`src/sv/assert_macros.svh`:
```
// Assertion macros used by the top RTL file of the frame parser.
`ifndef ASSERT_MACROS_SVH
`define ASSERT_MACROS_SVH

// Same-cycle implication, checked out of reset.
`define ASSERT_IMP(label, clk, rst, ante, cons) \
   label: assert property (@(posedge clk) disable iff (rst) (ante) |-> (cons)) \
      else $error("implication check failed");

// Next-cycle implication, checked out of reset.
`define ASSERT_NXT(label, clk, rst, ante, cons) \
   label: assert property (@(posedge clk) disable iff (rst) (ante) |=> (cons)) \
      else $error("next-cycle check failed");

`endif

```
`src/sv/imufs_pkg.sv`:
```
// Types and constants of the frame sync parser.
package imufs_pkg;

   localparam int unsigned FIELD_COUNT = 13;

   localparam logic [7:0] SYNC_FIRST_RST = 8'h75;
   localparam logic [7:0] SYNC_SECOND_RST = 8'h65;
   localparam logic [7:0] DESC_BYTE_RST = 8'h82;

   // configuration register indexes
   localparam logic [1:0] CSR_SYNC_FIRST = 2'd0;
   localparam logic [1:0] CSR_SYNC_SECOND = 2'd1;
   localparam logic [1:0] CSR_DESC_BYTE = 2'd2;

   // frame positions
   localparam logic [5:0] POS_FIRST_DATA = 6'd3;
   localparam logic [5:0] FRAME_END = 6'd58;
   localparam logic [5:0] POS_QUAT_LO = 6'd6;
   localparam logic [5:0] POS_QUAT_HI = 6'd21;
   localparam logic [5:0] POS_RATE_LO = 6'd26;
   localparam logic [5:0] POS_RATE_HI = 6'd37;
   localparam logic [5:0] POS_ACCEL_LO = 6'd42;
   localparam logic [5:0] POS_ACCEL_HI = 6'd53;
   localparam logic [5:0] POS_VALID_QUAT = 6'd23;
   localparam logic [5:0] POS_VALID_RATE = 6'd39;
   localparam logic [5:0] POS_VALID_ACCEL = 6'd55;

   // field store slots
   localparam logic [3:0] SLOT_QUAT = 4'd0;
   localparam logic [3:0] SLOT_RATE = 4'd4;
   localparam logic [3:0] SLOT_ACCEL = 4'd7;
   localparam logic [3:0] SLOT_VALID_QUAT = 4'd10;
   localparam logic [3:0] SLOT_VALID_RATE = 4'd11;
   localparam logic [3:0] SLOT_VALID_ACCEL = 4'd12;
   localparam logic [3:0] SLOT_LAST = 4'd12;

   typedef enum logic [1:0] {
      HUNT_IDLE,
      HUNT_SYNC2,
      HUNT_DESC,
      HUNT_DATA
   } hunt_state_type;

   typedef enum logic [1:0] {
      DRN_IDLE,
      DRN_READ,
      DRN_LOAD
   } drain_state_type;

   typedef struct packed {
      logic [7:0] sync_first;
      logic [7:0] sync_second;
      logic [7:0] desc_byte;
   } sync_cfg_type;

   typedef struct packed {
      logic        en;
      logic [3:0]  addr;
      logic [31:0] data;
   } store_wr_type;

endpackage

```
`src/sv/imufs_frame_sync_parser_unit.sv`:
```
// Bytes are taken one per cycle while hunting or counting and no drain is under way.
// At the end of a frame the drain reads each field word from the field memory
// (registered read, then load of the result register); bytes are stalled for the
// whole drain, and longer if the result side stalls. Reset (synchronous, active
// high) clears hunt state, position and drain and sets the sync bytes to their
// defaults; the field memory is not cleared, every slot is written before it is read.
module imu_frame_sync_parser_unit (
   input  logic        clock,
   input  logic        reset,
   // byte input
   input  logic        req_valid,
   output logic        req_stall,
   input  logic [7:0]  req_rx_byte,
   // field results
   output logic        rsp_valid,
   input  logic        rsp_stall,
   output logic [3:0]  rsp_field_index,
   output logic [31:0] rsp_field_value,
   output logic        rsp_last_field,
   // register writes
   input  logic        csr_valid,
   output logic        csr_ready,
   input  logic [1:0]  csr_index,
   input  logic [7:0]  csr_data
);
   import imufs_pkg::*;
`include "assert_macros.svh"

   logic [7:0] sync_first_ff;
   logic [7:0] sync_second_ff;
   logic [7:0] desc_byte_ff;

   sync_cfg_type cfg;
   store_wr_type wr;
   logic         accept;
   logic         frame_done;
   logic         busy;
   logic         csr_write;

   // register port always takes a word; unknown index is dropped
   assign csr_ready = 1'b1;
   assign csr_write = csr_valid && csr_ready;

   always_ff @(posedge clock) begin
      if (reset) begin
         sync_first_ff  <= SYNC_FIRST_RST;
         sync_second_ff <= SYNC_SECOND_RST;
         desc_byte_ff   <= DESC_BYTE_RST;
      end else if (csr_write) begin
         case (csr_index)
            CSR_SYNC_FIRST:  sync_first_ff  <= csr_data;
            CSR_SYNC_SECOND: sync_second_ff <= csr_data;
            CSR_DESC_BYTE:   desc_byte_ff   <= csr_data;
            default: ;
         endcase
      end
   end

   assign cfg.sync_first  = sync_first_ff;
   assign cfg.sync_second = sync_second_ff;
   assign cfg.desc_byte   = desc_byte_ff;

   // no byte taken while the field memory is being drained
   assign req_stall = busy;
   assign accept    = req_valid && !req_stall;

   imufs_byte_parser u_parser (
      .clock      (clock),
      .reset      (reset),
      .accept     (accept),
      .rx_byte    (req_rx_byte),
      .cfg        (cfg),
      .wr         (wr),
      .frame_done (frame_done)
   );

   imufs_field_store u_store (
      .clock           (clock),
      .reset           (reset),
      .wr              (wr),
      .frame_done      (frame_done),
      .busy            (busy),
      .rsp_valid       (rsp_valid),
      .rsp_stall       (rsp_stall),
      .rsp_field_index (rsp_field_index),
      .rsp_field_value (rsp_field_value),
      .rsp_last_field  (rsp_last_field)
   );

   // end of frame blocks input for the drain
   `ASSERT_NXT(a_stall_after_frame, clock, reset, frame_done, req_stall)
   // the last word of a frame carries the last slot
   `ASSERT_IMP(a_last_slot, clock, reset, rsp_valid && rsp_last_field, rsp_field_index == SLOT_LAST)
   // no memory write while the drain reads it
   `ASSERT_IMP(a_no_write_in_drain, clock, reset, busy, !wr.en)
   // a sync byte write lands in its register
   `ASSERT_NXT(a_csr_first, clock, reset, csr_write && csr_index == CSR_SYNC_FIRST, sync_first_ff == $past(csr_data))

endmodule

```
`src/sv/imufs_byte_parser.sv`:
```
// Header hunt, frame byte counting and field word assembly.
module imufs_byte_parser (
   input  logic                   clock,
   input  logic                   reset,
   input  logic                   accept,
   input  logic [7:0]             rx_byte,
   input  imufs_pkg::sync_cfg_type cfg,
   output imufs_pkg::store_wr_type wr,
   output logic                   frame_done
);
   import imufs_pkg::*;

   hunt_state_type hunt_ff, hunt_in;
   logic [5:0]     pos_ff, pos_in;
   logic [31:0]    word_ff, word_in;

   logic [5:0]  pos_nxt;
   logic [5:0]  start;
   logic [5:0]  off;
   logic [3:0]  base;
   logic        in_word;
   logic [31:0] word_shift;

   assign pos_nxt    = pos_ff + 6'd1;
   assign word_shift = {word_ff[23:0], rx_byte};
   assign off        = pos_ff - start;

   // which float group the current position falls in
   always_comb begin
      in_word = 1'b1;
      start   = POS_QUAT_LO;
      base    = SLOT_QUAT;
      if (pos_ff >= POS_QUAT_LO && pos_ff <= POS_QUAT_HI) begin
         start = POS_QUAT_LO;
         base  = SLOT_QUAT;
      end else if (pos_ff >= POS_RATE_LO && pos_ff <= POS_RATE_HI) begin
         start = POS_RATE_LO;
         base  = SLOT_RATE;
      end else if (pos_ff >= POS_ACCEL_LO && pos_ff <= POS_ACCEL_HI) begin
         start = POS_ACCEL_LO;
         base  = SLOT_ACCEL;
      end else begin
         in_word = 1'b0;
      end
   end

   always_ff @(posedge clock) begin
      if (reset) begin
         hunt_ff <= HUNT_IDLE;
         pos_ff  <= '0;
         word_ff <= '0;
      end else begin
         hunt_ff <= hunt_in;
         pos_ff  <= pos_in;
         word_ff <= word_in;
      end
   end

   always_comb begin
      hunt_in    = hunt_ff;
      pos_in     = pos_ff;
      word_in    = word_ff;
      wr         = '0;
      frame_done = 1'b0;
      if (accept) begin
         case (hunt_ff)
            HUNT_IDLE: begin
               if (rx_byte == cfg.sync_first) hunt_in = HUNT_SYNC2;
            end
            HUNT_SYNC2: begin
               if (rx_byte == cfg.sync_second) hunt_in = HUNT_DESC;
            end
            HUNT_DESC: begin
               if (rx_byte == cfg.desc_byte) begin
                  hunt_in = HUNT_DATA;
                  pos_in  = POS_FIRST_DATA;
               end
            end
            HUNT_DATA: begin
               pos_in = pos_nxt;
               if (pos_ff == POS_VALID_QUAT) begin
                  wr.en   = 1'b1;
                  wr.addr = SLOT_VALID_QUAT;
                  wr.data = {24'd0, rx_byte};
               end else if (pos_ff == POS_VALID_RATE) begin
                  wr.en   = 1'b1;
                  wr.addr = SLOT_VALID_RATE;
                  wr.data = {24'd0, rx_byte};
               end else if (pos_ff == POS_VALID_ACCEL) begin
                  wr.en   = 1'b1;
                  wr.addr = SLOT_VALID_ACCEL;
                  wr.data = {24'd0, rx_byte};
               end else if (in_word) begin
                  word_in = word_shift;
                  // big-endian: fourth byte completes the word
                  if (off[1:0] == 2'b11) begin
                     wr.en   = 1'b1;
                     wr.addr = base + off[5:2];
                     wr.data = word_shift;
                  end
               end
               if (pos_nxt == FRAME_END) begin
                  hunt_in    = HUNT_IDLE;
                  pos_in     = '0;
                  frame_done = 1'b1;
               end
            end
            default: hunt_in = HUNT_IDLE;
         endcase
      end
   end

endmodule

```
`src/sv/imufs_field_store.sv`:
```
// Field memory and the end-of-frame drain to the result register.
module imufs_field_store (
   input  logic                   clock,
   input  logic                   reset,
   input  imufs_pkg::store_wr_type wr,
   input  logic                   frame_done,
   output logic                   busy,
   output logic                   rsp_valid,
   input  logic                   rsp_stall,
   output logic [3:0]             rsp_field_index,
   output logic [31:0]            rsp_field_value,
   output logic                   rsp_last_field
);
   import imufs_pkg::*;

   logic [31:0] mem [FIELD_COUNT];
   logic [31:0] rd_data_ff;

   drain_state_type state_ff, state_in;
   logic [3:0]      idx_ff, idx_in;
   logic            rsp_valid_ff, rsp_valid_in;
   logic [3:0]      rsp_index_ff;
   logic [31:0]     rsp_value_ff;
   logic            rsp_last_ff;
   logic            rd_en;
   logic            load;

   always_ff @(posedge clock) begin
      if (wr.en) mem[wr.addr] <= wr.data;
      if (rd_en) rd_data_ff <= mem[idx_ff];
   end

   always_ff @(posedge clock) begin
      if (reset) begin
         state_ff     <= DRN_IDLE;
         idx_ff       <= '0;
         rsp_valid_ff <= 1'b0;
      end else begin
         state_ff     <= state_in;
         idx_ff       <= idx_in;
         rsp_valid_ff <= rsp_valid_in;
      end
   end

   always_ff @(posedge clock) begin
      if (load) begin
         rsp_index_ff <= idx_ff;
         rsp_value_ff <= rd_data_ff;
         rsp_last_ff  <= (idx_ff == SLOT_LAST);
      end
   end

   always_comb begin
      state_in = state_ff;
      idx_in   = idx_ff;
      rd_en    = 1'b0;
      load     = 1'b0;
      case (state_ff)
         DRN_IDLE: begin
            if (frame_done) begin
               state_in = DRN_READ;
               idx_in   = '0;
            end
         end
         DRN_READ: begin
            rd_en    = 1'b1;
            state_in = DRN_LOAD;
         end
         DRN_LOAD: begin
            // output register free or emptying this cycle
            if (!rsp_valid_ff || !rsp_stall) begin
               load = 1'b1;
               if (idx_ff == SLOT_LAST) begin
                  state_in = DRN_IDLE;
               end else begin
                  idx_in   = idx_ff + 4'd1;
                  state_in = DRN_READ;
               end
            end
         end
         default: state_in = DRN_IDLE;
      endcase
   end

   always_comb begin
      rsp_valid_in = rsp_valid_ff;
      if (load) rsp_valid_in = 1'b1;
      else if (!rsp_stall) rsp_valid_in = 1'b0;
   end

   assign busy            = (state_ff != DRN_IDLE);
   assign rsp_valid       = rsp_valid_ff;
   assign rsp_field_index = rsp_index_ff;
   assign rsp_field_value = rsp_value_ff;
   assign rsp_last_field  = rsp_last_ff;

endmodule

```
`config.mk`:
```
export PLATFORM = sky130hd
export DESIGN_NAME = imu_frame_sync_parser_unit
export DESIGN_NICKNAME = d
export VERILOG_FILES = /design/src/sv/imufs_pkg.sv /design/src/sv/imufs_frame_sync_parser_unit.sv /design/src/sv/imufs_byte_parser.sv /design/src/sv/imufs_field_store.sv
export VERILOG_INCLUDE_DIRS = /design/src /design/src/sv
export SDC_FILE = /design/constraint.sdc
export NUM_CORES = 1
export LEC_CHECK = 0
export ABC_AREA = 1
export BUFFER_PORTS_ARGS = -buffer_cell sky130_fd_sc_hd__buf_2
export CELL_PAD_IN_SITES_DETAIL_PLACEMENT = 1
export CELL_PAD_IN_SITES_GLOBAL_PLACEMENT = 1
export CORE_UTILIZATION = 45
export CTS_BUF_LIST = sky130_fd_sc_hd__clkbuf_4 sky130_fd_sc_hd__clkbuf_8 sky130_fd_sc_hd__clkbuf_16
export DETAILED_ROUTE_END_ITERATION = 8
export PLACE_DENSITY = 0.77
export SYNTH_ARGS = -nofsm -noshare
export SYNTH_HDL_FRONTEND = slang
export SYNTH_HIERARCHICAL = 1
export SYNTH_SLANG_ARGS = --single-unit
```
`constraint.sdc`:
```
create_clock -name clock -period 16.5 [get_ports clock]
set_input_delay 2.475 -clock clock [delete_from_list [all_inputs] [get_ports clock]]
set_output_delay 2.475 -clock clock [all_outputs]
set_load 0.05 [all_outputs]
```
==> results.py, run 1 <==
metrics = {
    "power": {
        "powerDensity_nw_per_um2": 111,
        "power.total_mw": 2.87,
        "power.leakage_nw": 9.78,
        "vdd_drop_max_uv": 92.2,
    },
    "setup_path": {
        "crit_path_start": "u_parser/pos_ff[1]",
        "ff2ff_setup_slack_ps": 10830,
        "critPathLaunchType": "register",
        "critPathArrivalTime_ps": 5930,
        "worst_setup_path_end_kind": "register",
        "timing.rr.start": "u_parser/pos_ff[1]",
        "cp_most_frequent_cell": "sky130_fd_sc_hd__nand2_1",
        "endpoint": "u_store/mem[0][23]",
        "cp_data_required_time_ps": 16750,
        "worst-path-max-fanout": 20,
        "timing.setup.critical_path_class": "register to register",
        "crit_path_top_delay_cell": "sky130_fd_sc_hd__nor2_4",
        "path_cells": "inv_1 -> ha_1 -> inv_2 -> nand2_1 -> a21oi_2 -> nor2_4 -> nor2_8 -> ha_1 -> a21oi_1 -> nand2_1 -> xor2_1 -> ha_1 -> nand2_1 -> nand2_1 -> a31oi_1 -> nand3_1 -> nand3_1 -> nand2_1 -> nor2_1 -> nor2_2 -> inv_1 -> nand3_1 -> nor2_4 -> buf_4",
        "reg2regPathDepth": 24,
        "timing.critical_path.slowest_cell_delay_ps": 650,
        "worst_r2r_endpoint": "u_store/mem[0][23]",
    },
    "route": {
        "drt-wirelength-per-cell_um": 21.2,
        "via_count": 15548,
        "per_cell_via_count_in_the_routed_design": 5.40,
        "detailedRoute.firstPassIterationCount": 6,
        "drc": 0,
        "drt_wirelength_mm": 61.0,
        "drt-initial-drc-count": 1240,
        "antenna_left": 0,
    },
    "synthesis": {
        "ys.flop_type": "sky130_fd_sc_hd__edfxtp_1",
        "yosysTopAreaCellShare_pct": 63.5,
        "post_synth_main_area_contributors": "sky130_fd_sc_hd__edfxtp_1 64%, sky130_fd_sc_hd__nand2_1 11%, sky130_fd_sc_hd__dfxtp_1 5.5%",
        "post_synthesis_async_set_or_reset_flop_share_pct": 0,
        "synth-seq-cells": 548,
        "syn_inst": 2123,
        "yosys_warnings": 6,
        "post_synth_num_cell_types": 39,
        "synth-edff-count": 485,
        "yosysTopAreaCell": "sky130_fd_sc_hd__edfxtp_1",
        "synth.avg_cell_area_um2": 10.8,
        "mappedNetlistNets": 2166,
        "mappedNetlistArea_um2": 22900,
        "synth_seq_area_share_pct": 69.0,
    },
    "run": {
        "drv.max_cap_violation_count": 0,
    },
    "timing": {
        "report.final.slew_viol_count": 0,
        "unrepaired_setup_endpoints_after_global_routing": "false",
        "clock.fmax_mhz": 176,
        "finalCritPeriodShare_pct": 34.4,
        "fin_setup_tns_ps": 0,
        "final_hold_vio_count": 0,
        "slew_headroom_pct": 20.5,
        "transition_at_the_pin_with_the_smallest_max_transition_slack_ps": 1190,
        "finClkSkew_ps": 27.7,
        "timing.final.setup_violations": 0,
        "min_period_ps": 5670,
    },
    "clock_network": {
        "cts-hold-fix-buffers": 0,
        "number_of_setup_buffers_added_after_cts": 0,
        "clk_root_buffer_cell": "sky130_fd_sc_hd__clkbuf_16",
        "clkTransAtPathRegs_ps": 60,
        "worst_skew_pair_latency_ps": 630,
        "tritoncts": "yes",
        "cts_sinks": 548,
        "cts_made_buffers": 56,
        "cts-root-to-sink-buffers": 3,
        "post_cts_resized": 0,
        "cts_htree_levels": 2,
    },
    "floorplanning": {
        "chipHeight_um": 228,
        "die-width_um": 228,
        "placement_rows": 82,
        "io-pin-count": 63,
        "dieArea_um2": 51800,
        "floorplan.core_area_um2": 50200,
        "effective_utilization_at_floorplan_pct": 45.7,
    },
    "place": {
        "gp_routability_congestion": 0.818,
        "detailed_placement_hpwl_mm": 34.4,
        "port_buffers": 61,
    },
    "grt": {
        "overflow": 0,
        "antenna_violations_before_repair": 3,
        "grt_start_max_net_pins": 92,
        "first_global_vias": 16766,
        "grt_pass1_wl_mm": 94.3,
        "gr-usage-all-layers_pct": 23.6,
    },
    "cells_and_area": {
        "final_nets": 2200,
        "post-route-util_pct": 51.3,
        "share_of_final_layout_standard_cells_stronger_than_drive_strength_1_pct": 12.2,
        "area.growth.synth_to_final_pct": 12.3,
    },
    "run_status": {
        "outcome": "completed",
    },
    "worst_hold_path": {
        "type_of_the_tightest_min_delay_check": "register to register",
    },
}
## Yosys cell counts (2+ instances only)
library cell               count
sky130_fd_sc_hd__inv_2         7
sky130_fd_sc_hd__clkbuf_1     25
sky130_fd_sc_hd__nand4_1       9
sky130_fd_sc_hd__o21ai_1      22
sky130_fd_sc_hd__or2_2        17
sky130_fd_sc_hd__buf_6         2
sky130_fd_sc_hd__nor2_1      292
sky130_fd_sc_hd__dfxtp_1      63
sky130_fd_sc_hd__nand2_4       4
sky130_fd_sc_hd__buf_12        2
sky130_fd_sc_hd__o211ai_1      6
sky130_fd_sc_hd__fa_1          2
sky130_fd_sc_hd__nor2_2        7
sky130_fd_sc_hd__a21oi_2      11
sky130_fd_sc_hd__buf_1         7
sky130_fd_sc_hd__a21oi_1      38
sky130_fd_sc_hd__edfxtp_1    485
sky130_fd_sc_hd__inv_1        72
sky130_fd_sc_hd__buf_2        61
sky130_fd_sc_hd__nand3_1     195
sky130_fd_sc_hd__ha_1         18
sky130_fd_sc_hd__nand3_2      12
sky130_fd_sc_hd__clkbuf_2      2
sky130_fd_sc_hd__nand2_1     659
sky130_fd_sc_hd__o21ai_0      62
sky130_fd_sc_hd__buf_4        11
sky130_fd_sc_hd__xnor2_1      20
## stage by stage
step / instances / hold WS (ps) / setup slack, ps / area (um^2)
2_1_floorplan: 2123 / 400 / 10560 / 22900
3_3_place_gp: 2771 / 400 / 11120 / 23800
3_5_place_dp: 2771 / 406 / 10920 / 23800
4_1_cts: 2877 / 418 / 10810 / 25700
5_1_grt: 2877 / 425 / 10370 / 25700
6_report: 2878 / 417 / 10830 / 25700
## power breakdown
part / internal, mW / switching, mW / total (mW)
clock network: 0.790 / 0.531 / 1.32
registers: 1.49 / 0.00435 / 1.49
logic: 0.0173 / 0.0372 / 0.0545
total: 2.30 / 0.573 / 2.87
## placed cells by master (no fill, tap or decap), types with 2 or more instances in the layout
cell type	count
sky130_fd_sc_hd__nand2_1	659
sky130_fd_sc_hd__edfxtp_1	485
sky130_fd_sc_hd__nor2_1	279
sky130_fd_sc_hd__nand3_1	195
sky130_fd_sc_hd__inv_1	70
sky130_fd_sc_hd__o21ai_0	62
sky130_fd_sc_hd__dfxtp_1	61
sky130_fd_sc_hd__buf_2	61
sky130_fd_sc_hd__clkbuf_16	58
sky130_fd_sc_hd__a21oi_1	38
sky130_fd_sc_hd__buf_4	25
sky130_fd_sc_hd__o21ai_1	22
sky130_fd_sc_hd__xnor2_1	20
sky130_fd_sc_hd__ha_1	18
sky130_fd_sc_hd__or2_2	17
sky130_fd_sc_hd__nor2_4	14
sky130_fd_sc_hd__clkbuf_4	13
sky130_fd_sc_hd__nand3_2	12
sky130_fd_sc_hd__clkinv_2	12
sky130_fd_sc_hd__a21oi_2	11
sky130_fd_sc_hd__nand4_1	9
sky130_fd_sc_hd__inv_2	7
sky130_fd_sc_hd__clkbuf_8	7
sky130_fd_sc_hd__nor2_2	7
sky130_fd_sc_hd__bufinv_16	6
sky130_fd_sc_hd__o211ai_1	6
sky130_fd_sc_hd__clkinv_1	5
sky130_fd_sc_hd__nand2_4	4
sky130_fd_sc_hd__clkinvlp_4	3
sky130_fd_sc_hd__inv_4	3
sky130_fd_sc_hd__nor3_2	2
sky130_fd_sc_hd__fa_1	2
## state kept, by name, indices dropped and copies added, names as in the netlist
register                 count
u_store/rsp_last_field       1
u_parser/hunt_ff             2
sync_first_ff                8
u_parser/pos_ff              6
u_store/rsp_valid            1
u_store/rsp_field_value     32
sync_second_ff               8
u_store/mem                416
u_parser/word_ff            24
u_store/rd_data_ff          32
u_store/rsp_field_index      4
desc_byte_ff                 8
u_store/state_ff             2
u_store/idx_ff               4
## logic make-up (layout without fill, tap and decap cells)
kind of cell | after synthesis | count (layout) | synth area share (%)
other cells | 1 | 2 | 0.0164
flops | 548 | 548 | 69.0
xor+xnor | 21 | 21 | 0.802
fa+ha+maj | 20 | 20 | 1.16
simple gates | 1203 | 1203 | 21.8
buf+inv | 190 | 272 | 3.85
compound gates | 140 | 140 | 3.31
## area by class of cell
cell class	count	area, um^2
sequential	548	15800
fill	5312	24400
multi-input combinational	1385	6320
clock inverter	28	307
antenna	1	2.50
clock buffer	78	1650
inverter	80	308
timing repair buffer	86	493
tap	672	841
## critical path: cells and delay by family (launching register included)
kind            cells  cell delay [ps]
flops               1              430
simple gates       13             2040
fa+ha+maj           3              940
xor+xnor            1              140
buf+inv             4             1190
compound gates      3              560
## worst min-delay path by stage
stage                           start                          end  slack [ps]  cells past startpoint
2_1_floorplan   u_store/rd_data_ff[0]   u_store/rsp_field_value[0]         400                      0
3_3_place_gp   u_store/rd_data_ff[26]  u_store/rsp_field_value[26]         400                      0
3_5_place_dp    u_store/rd_data_ff[7]   u_store/rsp_field_value[7]         410                      0
4_1_cts         u_store/rd_data_ff[0]   u_store/rsp_field_value[0]         420                      0
5_1_grt        u_store/rd_data_ff[26]  u_store/rsp_field_value[26]         430                      0
6_report        u_store/rd_data_ff[0]   u_store/rsp_field_value[0]         420                      0
## metal layers
metal	vias up	part of all wire, %	track usage (%)
li1	7208	-	-
met1	7749	41	30.2
met2	461	49	40.3
met3	130	6.1	3.51
met4	0	3.4	9.65
met5	-	0	0.0919
Note: power is estimated with default switching activity, not from simulation.
==> run 2, diff against run 1 <==
ABC_AREA = 0   (was 1)
PLACE_DENSITY = 0.73   (was 0.77)
clock period = 5.38 ns   (was 16.5 ns; I/O delays follow)
==> run 2 against run 1 <==
- design area fell by 3.9%
- largest cell class unchanged
- sequential power rose to 3.1 times the previous value
- synthesized cell count fell by 45%
- wire length fell by 20%
- clock skew fell by 1.3 ps
- worst setup slack got worse by 10000 ps
==> results.py, run 2 <==
metrics = {
    "timing": {
        "slew_headroom_pct": 34.1,
        "final_hold_vio_count": 0,
        "min_period_ps": 4940,
        "timing.final.setup_violations": 0,
        "transition_at_the_pin_with_the_smallest_max_transition_slack_ps": 989,
        "finalCritPeriodShare_pct": 91.8,
        "clock.fmax_mhz": 202,
        "final.setup.worst_slack_ps": 441,
        "report.final.slew_viol_count": 0,
        "fin_hold_ws_ps": 414,
        "finClkSkew_ps": 26.4,
        "unrepaired_setup_endpoints_after_global_routing": "false",
    },
    "cells_and_area": {
        "share_of_final_layout_standard_cells_stronger_than_drive_strength_1_pct": 20.0,
        "fillCellCount": 4344,
        "diodes": 0,
        "fin_cells": 1911,
        "most-common-layout-cells": "485 x sky130_fd_sc_hd__edfxtp_1, 82 x sky130_fd_sc_hd__mux2i_1, 61 x sky130_fd_sc_hd__buf_2, 58 x sky130_fd_sc_hd__dfxtp_1",
        "mostFrequentLayoutCell": "sky130_fd_sc_hd__edfxtp_1",
        "area.growth.synth_to_final_pct": 14.1,
        "final_nets": 1297,
        "design_area_um2": 24800,
        "flip_flop_count_of_the_largest_register_all_copies_and_words_added": 416,
        "max_flop_register": "u_store/mem",
    },
    "route": {
        "dr_wl_met3_mm": 3.33,
        "via_count": 10914,
        "routed-wl-met2_mm": 23.2,
        "detailedRoute.firstPassIterationCount": 5,
        "drt-wirelength-per-cell_um": 25.6,
        "met1Wirelength_mm": 21.3,
        "antenna_left": 0,
        "per_cell_via_count_in_the_routed_design": 5.71,
        "drt-initial-drc-count": 854,
        "drt_wirelength_mm": 48.9,
        "top_layer_used": "met4",
        "drc": 0,
    },
    "clock_network": {
        "cts_made_buffers": 54,
        "cts_htree_levels": 2,
        "cts-hold-fix-buffers": 0,
        "worst_skew_pair_latency_ps": 610,
        "tritoncts": "yes",
        "cts-root-to-sink-buffers": 3,
        "cts_sinks": 548,
        "clkTransAtPathRegs_ps": 60,
        "clk_root_buffer_cell": "sky130_fd_sc_hd__clkbuf_16",
    },
    "setup_path": {
        "cp_data_required_time_ps": 5650,
        "worst-path-max-fanout": 20,
        "critPathArrivalTime_ps": 5210,
        "timing.critical_path.slowest_cell_delay_ps": 650,
        "critPathLaunchType": "register",
        "timing.setup.critical_path_class": "register to register",
        "crit_path_top_delay_cell": "sky130_fd_sc_hd__or3b_2",
        "cp_most_frequent_cell": "sky130_fd_sc_hd__a21oi_1",
        "worst_setup_path_end_kind": "register",
        "path_cells": "inv_1 -> ha_1 -> nor2_1 -> a21oi_1 -> a21o_1 -> nand2_1 -> and2_1 -> inv_1 -> ha_1 -> a21o_1 -> a21oi_1 -> xnor2_1 -> ha_1 -> a21oi_1 -> xnor3_1 -> nand2_1 -> a21oi_1 -> or3b_2 -> nor2_4 -> buf_4",
    },
    "synthesis": {
        "synth-seq-cells": 548,
        "post_synth_num_cell_types": 54,
        "yosysMostFrequentCell": "sky130_fd_sc_hd__edfxtp_1",
        "syn_inst": 1167,
        "post_synthesis_async_set_or_reset_flop_share_pct": 0,
        "mappedNetlistNets": 1210,
        "mappedNetlistArea_um2": 21700,
        "yosys_warnings": 6,
        "post_synth_main_area_contributors": "sky130_fd_sc_hd__edfxtp_1 67%, sky130_fd_sc_hd__mux4_1 5.9%, sky130_fd_sc_hd__dfxtp_1 5.8%",
        "yosysTopAreaCell": "sky130_fd_sc_hd__edfxtp_1",
        "synth.avg_cell_area_um2": 18.6,
        "synth_seq_area_share_pct": 73.0,
        "ys.flop_type": "sky130_fd_sc_hd__edfxtp_1",
        "synth_top_cells_by_count": "485 x sky130_fd_sc_hd__edfxtp_1, 82 x sky130_fd_sc_hd__mux2i_1, 63 x sky130_fd_sc_hd__dfxtp_1, 63 x sky130_fd_sc_hd__nor2_1, 50 x sky130_fd_sc_hd__a21oi_1",
        "yosysTopAreaCellShare_pct": 67.2,
        "synth-edff-count": 485,
    },
    "place": {
        "place_worst_setup_slack_ps": 268,
        "placedInstanceArea_um2": 22900,
        "port_buffers": 61,
        "detailed_placement_hpwl_mm": 30.5,
        "placedCellCount": 1812,
        "gp_routability_congestion": 0.763,
    },
    "run": {
        "drv.max_cap_violation_count": 0,
    },
    "grt": {
        "grt_start_max_net_pins": 78,
        "first_global_vias": 11511,
        "antenna_violations_before_repair": 0,
        "overflow": 0,
        "gr-usage-all-layers_pct": 20.4,
        "grt_pass1_wl_mm": 73.9,
    },
    "power": {
        "vdd_drop_max_uv": 224,
        "power.leakage_nw": 7.40,
        "powerDensity_nw_per_um2": 343,
        "power.total_mw": 8.49,
    },
    "floorplanning": {
        "chipHeight_um": 222,
        "effective_utilization_at_floorplan_pct": 45.5,
        "io-pin-count": 63,
        "placement_rows": 80,
        "die-width_um": 222,
        "dieArea_um2": 49100,
        "floorplan.core_area_um2": 47600,
    },
    "run_status": {
        "outcome": "completed",
    },
    "worst_hold_path": {
        "type_of_the_tightest_min_delay_check": "register to register",
    },
}
[run 2: path summary, 6_finish.rpt]
kind	startpoint	end	slack, ps	cells past startpoint
worst max-delay path	u_parser/pos_ff[1]	u_store/mem[1][6]	440	20
worst min-delay path	u_store/rd_data_ff[10]	u_store/rsp_field_value[10]	410	0
worst max register to register	u_parser/pos_ff[1]	u_store/mem[1][6]	440	20
worst min register to register	u_store/rd_data_ff[10]	u_store/rsp_field_value[10]	410	0
[run 2: final cells by class]
| type | count | area [um^2] | share of cell area [%] |
|---|---|---|---|
| Clock buffer | 63 | 1420 | 5.73 |
| Clock inverter | 35 | 388 | 1.57 |
| Inverter | 21 | 78.8 | 0.318 |
| Multi-Input combinational cell | 536 | 5560 | 22.5 |
| Sequential cell | 548 | 15800 | 64.0 |
| Tap cell | 615 | 769 | 3.11 |
| Timing Repair Buffer | 93 | 696 | 2.81 |
[run 2: repair_timing]
| action | 4_1_cts | 5_1_grt |
|---|---|---|
| resized for setup | 0 | 1 |
| endpoints found under the setup margin | 0 | 202 |
| setup buffers | 0 | 1 |
[run 2: layer usage]
layer / vias up / GRT usage [%]
li1: 4850 / -
met4: 0 / 5.09
met2: 331 / 32.8
met5: - / 0
met3: 62 / 4.48
met1: 5671 / 28.6
[run 2: stage by stage]
step / util [%] / TNS (ps)
2_1_floorplan: - / -14470
3_3_place_gp: 48.1 / 0
3_5_place_dp: 48.1 / 0
4_1_cts: 51.9 / 0
5_1_grt: 51.9 / 0
6_report: 51.9 / 0
[run 2: where the power goes]
part           switching, mW  internal (mW)  leakage (nW)
clock network           1.58           2.27         0.895
logic                 0.0422         0.0281          2.08
registers            0.00436           4.56          4.42
[run 2: kinds of logic after synthesis]
family | after synthesis | share of synthesized area, %
simple gates | 188 | 4.60
flops | 548 | 73.0
fa+ha+maj | 20 | 1.22
xor+xnor | 29 | 1.23
buf+inv | 83 | 2.03
compound gates | 120 | 3.31
mux | 178 | 14.6
other cells | 1 | 0.0173
[run 2: worst max-delay path, delay by kind of cell (launching register included)]
family                   cells  cell delay, ps
adder cells (fa/ha/maj)      3             780
XOR/XNOR                     2             550
AO/OA/AOI/OAI                6            1040
flip-flops                   1             420
AND/OR/NAND/NOR              6            1310
buffers and inverters        3             520
==> run 3, diff against run 2 <==
==> constraint.sdc (replaced) <==
create_clock -name clock -period 5.38 [get_ports clock]
set_input_delay 1.076 -clock clock [delete_from_list [all_inputs] [get_ports clock]]
set_output_delay 1.076 -clock clock [all_outputs]
set_load 0.05 [all_outputs]
==> run 3 against run 2 <==
- global-route usage down 0.56 points
- clock-buffer cell count up 1
- clock skew up 11 ps
- wire length down 1.5%
- sequential share of layout area up 0.26 points
- die area unchanged
- first-iteration DRC count up 8.4%
- critical path type unchanged
- largest power group unchanged
- highest routed layer is now met5
==> results.py, run 3 (synthesis gave the netlist of run 2 again) <==
metrics = {
    "run_status": {
        "outcome": "completed",
    },
    "route": {
        "dr_wl_met3_mm": 2.74,
        "antenna_left": 0,
        "drt-initial-drc-count": 926,
        "routed-wl-met2_mm": 23.2,
        "met1Wirelength_mm": 21.3,
        "via_count": 10901,
        "detailedRoute.firstPassIterationCount": 5,
        "drt_wirelength_mm": 48.1,
        "per_cell_via_count_in_the_routed_design": 5.71,
        "drt-wirelength-per-cell_um": 25.2,
        "top_layer_used": "met5",
        "drc": 0,
    },
    "cells_and_area": {
        "post-route-util_pct": 51.7,
        "mostFrequentLayoutCell": "sky130_fd_sc_hd__edfxtp_1",
        "share_of_final_layout_standard_cells_stronger_than_drive_strength_1_pct": 19.6,
        "most-common-layout-cells": "485 x sky130_fd_sc_hd__edfxtp_1, 82 x sky130_fd_sc_hd__mux2i_1, 61 x sky130_fd_sc_hd__buf_2, 58 x sky130_fd_sc_hd__dfxtp_1",
        "diodes": 0,
        "final_nets": 1294,
        "max_flop_register": "u_store/mem",
        "area.growth.synth_to_final_pct": 13.7,
        "sequential_cell_area_um2": 15800,
        "fillCellCount": 4339,
        "flip_flop_count_of_the_largest_register_all_copies_and_words_added": 416,
        "multiInputGateArea_um2": 5560,
    },
    "run": {
        "drv.max_cap_violation_count": 0,
    },
    "floorplanning": {
        "dieArea_um2": 49100,
        "effective_utilization_at_floorplan_pct": 45.5,
        "chipHeight_um": 222,
        "die-width_um": 222,
        "floorplan.core_area_um2": 47600,
        "placement_rows": 80,
        "io-pin-count": 63,
    },
    "timing": {
        "clock.fmax_mhz": 201,
        "unrepaired_setup_endpoints_after_global_routing": "false",
        "slew_headroom_pct": 26.8,
        "finClkSkew_ps": 36.9,
        "report.final.slew_viol_count": 0,
        "timing.final.setup_violations": 0,
        "min_period_ps": 4980,
        "transition_at_the_pin_with_the_smallest_max_transition_slack_ps": 1100,
        "final_hold_vio_count": 0,
        "finalCritPeriodShare_pct": 92.6,
        "fin_hold_ws_ps": 406,
    },
    "power": {
        "comb_power_share_pct": 0.9,
        "internal_power_mw": 6.65,
        "pwr-share-seq_pct": 55.2,
        "sw_frac_of_total_pct": 19.7,
        "switching_power_mw": 1.63,
        "powerDensity_nw_per_um2": 336,
        "power.leakage_nw": 7.33,
        "vdd_drop_max_uv": 256,
        "power.total_mw": 8.28,
        "clock_power_share_pct": 44.0,
    },
    "grt": {
        "grt_pass1_wl_mm": 72.2,
        "gr-usage-all-layers_pct": 19.9,
        "overflow": 0,
        "antenna_violations_before_repair": 2,
        "first_global_vias": 11607,
        "grt_start_max_net_pins": 78,
    },
    "setup_path": {
        "path_cells": "inv_1 -> ha_1 -> nor2_1 -> a21oi_1 -> a21o_1 -> nand2_1 -> and2_1 -> inv_1 -> ha_1 -> a21o_1 -> a21oi_1 -> xnor2_1 -> ha_1 -> a21oi_1 -> xnor3_1 -> nand2_1 -> a21oi_1 -> or3b_2 -> nor3_4 -> buf_12",
        "timing.critical_path.slowest_cell_delay_ps": 660,
        "crit_path_top_delay_cell": "sky130_fd_sc_hd__or3b_2",
        "cp_most_frequent_cell": "sky130_fd_sc_hd__a21oi_1",
        "timing.setup.critical_path_class": "register to register",
        "cp_top_family": "simple AND/OR/NAND/NOR gates",
        "critPathArrivalTime_ps": 5280,
        "critPathLaunchType": "register",
        "cp_data_required_time_ps": 5670,
        "worst-path-max-fanout": 32,
        "worst_setup_path_end_kind": "register",
        "crit_buf_inv": 3,
    },
    "place": {
        "detailed_placement_hpwl_mm": 30.0,
        "port_buffers": 61,
        "gp_routability_congestion": 0.786,
    },
    "clock_network": {
        "tritoncts": "yes",
        "cts-hold-fix-buffers": 0,
        "worst_skew_pair_latency_ps": 630,
        "cts-root-to-sink-buffers": 3,
        "clk_root_buffer_cell": "sky130_fd_sc_hd__clkbuf_16",
        "number_of_setup_buffers_added_after_cts": 0,
        "cts_htree_levels": 2,
        "clkTransAtPathRegs_ps": 60,
        "cts_made_buffers": 54,
        "post_cts_resized": 0,
        "cts_sinks": 548,
    },
    "worst_hold_path": {
        "type_of_the_tightest_min_delay_check": "register to register",
    },
}
-- run 3: cell types whose count changed in the layout (fill, tap and decap cells not counted), moves of 2 or more --
cell                         previous run  this run
sky130_fd_sc_hd__bufinv_16              8         3
sky130_fd_sc_hd__clkinvlp_4             1         6
sky130_fd_sc_hd__buf_4                 20        17
sky130_fd_sc_hd__clkinv_1              10        13
sky130_fd_sc_hd__clkinvlp_2             2         0
-- run 3: final timing paths --
kind | endpoint | slack [ps] | startpoint | cells past startpoint
setup / recovery | u_store/mem[0][5] | 400 | u_parser/pos_ff[1] | 20
hold / removal | u_store/rsp_field_value[3] | 410 | u_store/rd_data_ff[3] | 0
setup reg to reg | u_store/mem[0][5] | 400 | u_parser/pos_ff[1] | 20
hold reg to reg | u_store/rsp_field_value[3] | 410 | u_store/rd_data_ff[3] | 0
-- run 3: metrics by stage --
step / setup TNS, ps / instances / cell area [um^2] / setup WS [ps]
after floorplan: -14470 / 1167 / 21700 / -151
after global placement: 0 / 1810 / 22900 / 444
after detailed placement: 0 / 1810 / 22900 / 267
after CTS: 0 / 1909 / 24600 / 216
after global routing: 0 / 1909 / 24600 / 88.1
final: 0 / 1909 / 24600 / 396
-- run 3: routing by layer --
metal  track usage, %  vias to the layer above
li1                 -                     4830
met1             27.6                     5706
met2             32.8                      299
met3             3.71                       64
met4             4.68                        2
met5                0                        -
-- run 3: cell type report --
type | count | share of cell area, %
Multi-Input combinational cell | 536 | 22.6
Tap cell | 615 | 3.12
Sequential cell | 548 | 64.2
Inverter | 21 | 0.320
Timing Repair Buffer | 90 | 2.73
Clock buffer | 64 | 5.81
Clock inverter | 35 | 1.20
-- run 3: power groups by stage --
stage	sequential, mW	combinational, mW	clock [mW]
2_1_floorplan	4.66	0.0420	0
3_3_place_gp	4.66	0.0700	0
3_5_place_dp	4.66	0.0714	0
4_1_cts	4.57	0.0718	3.73
5_1_grt	4.57	0.0770	3.86
6_report	4.57	0.0706	3.64
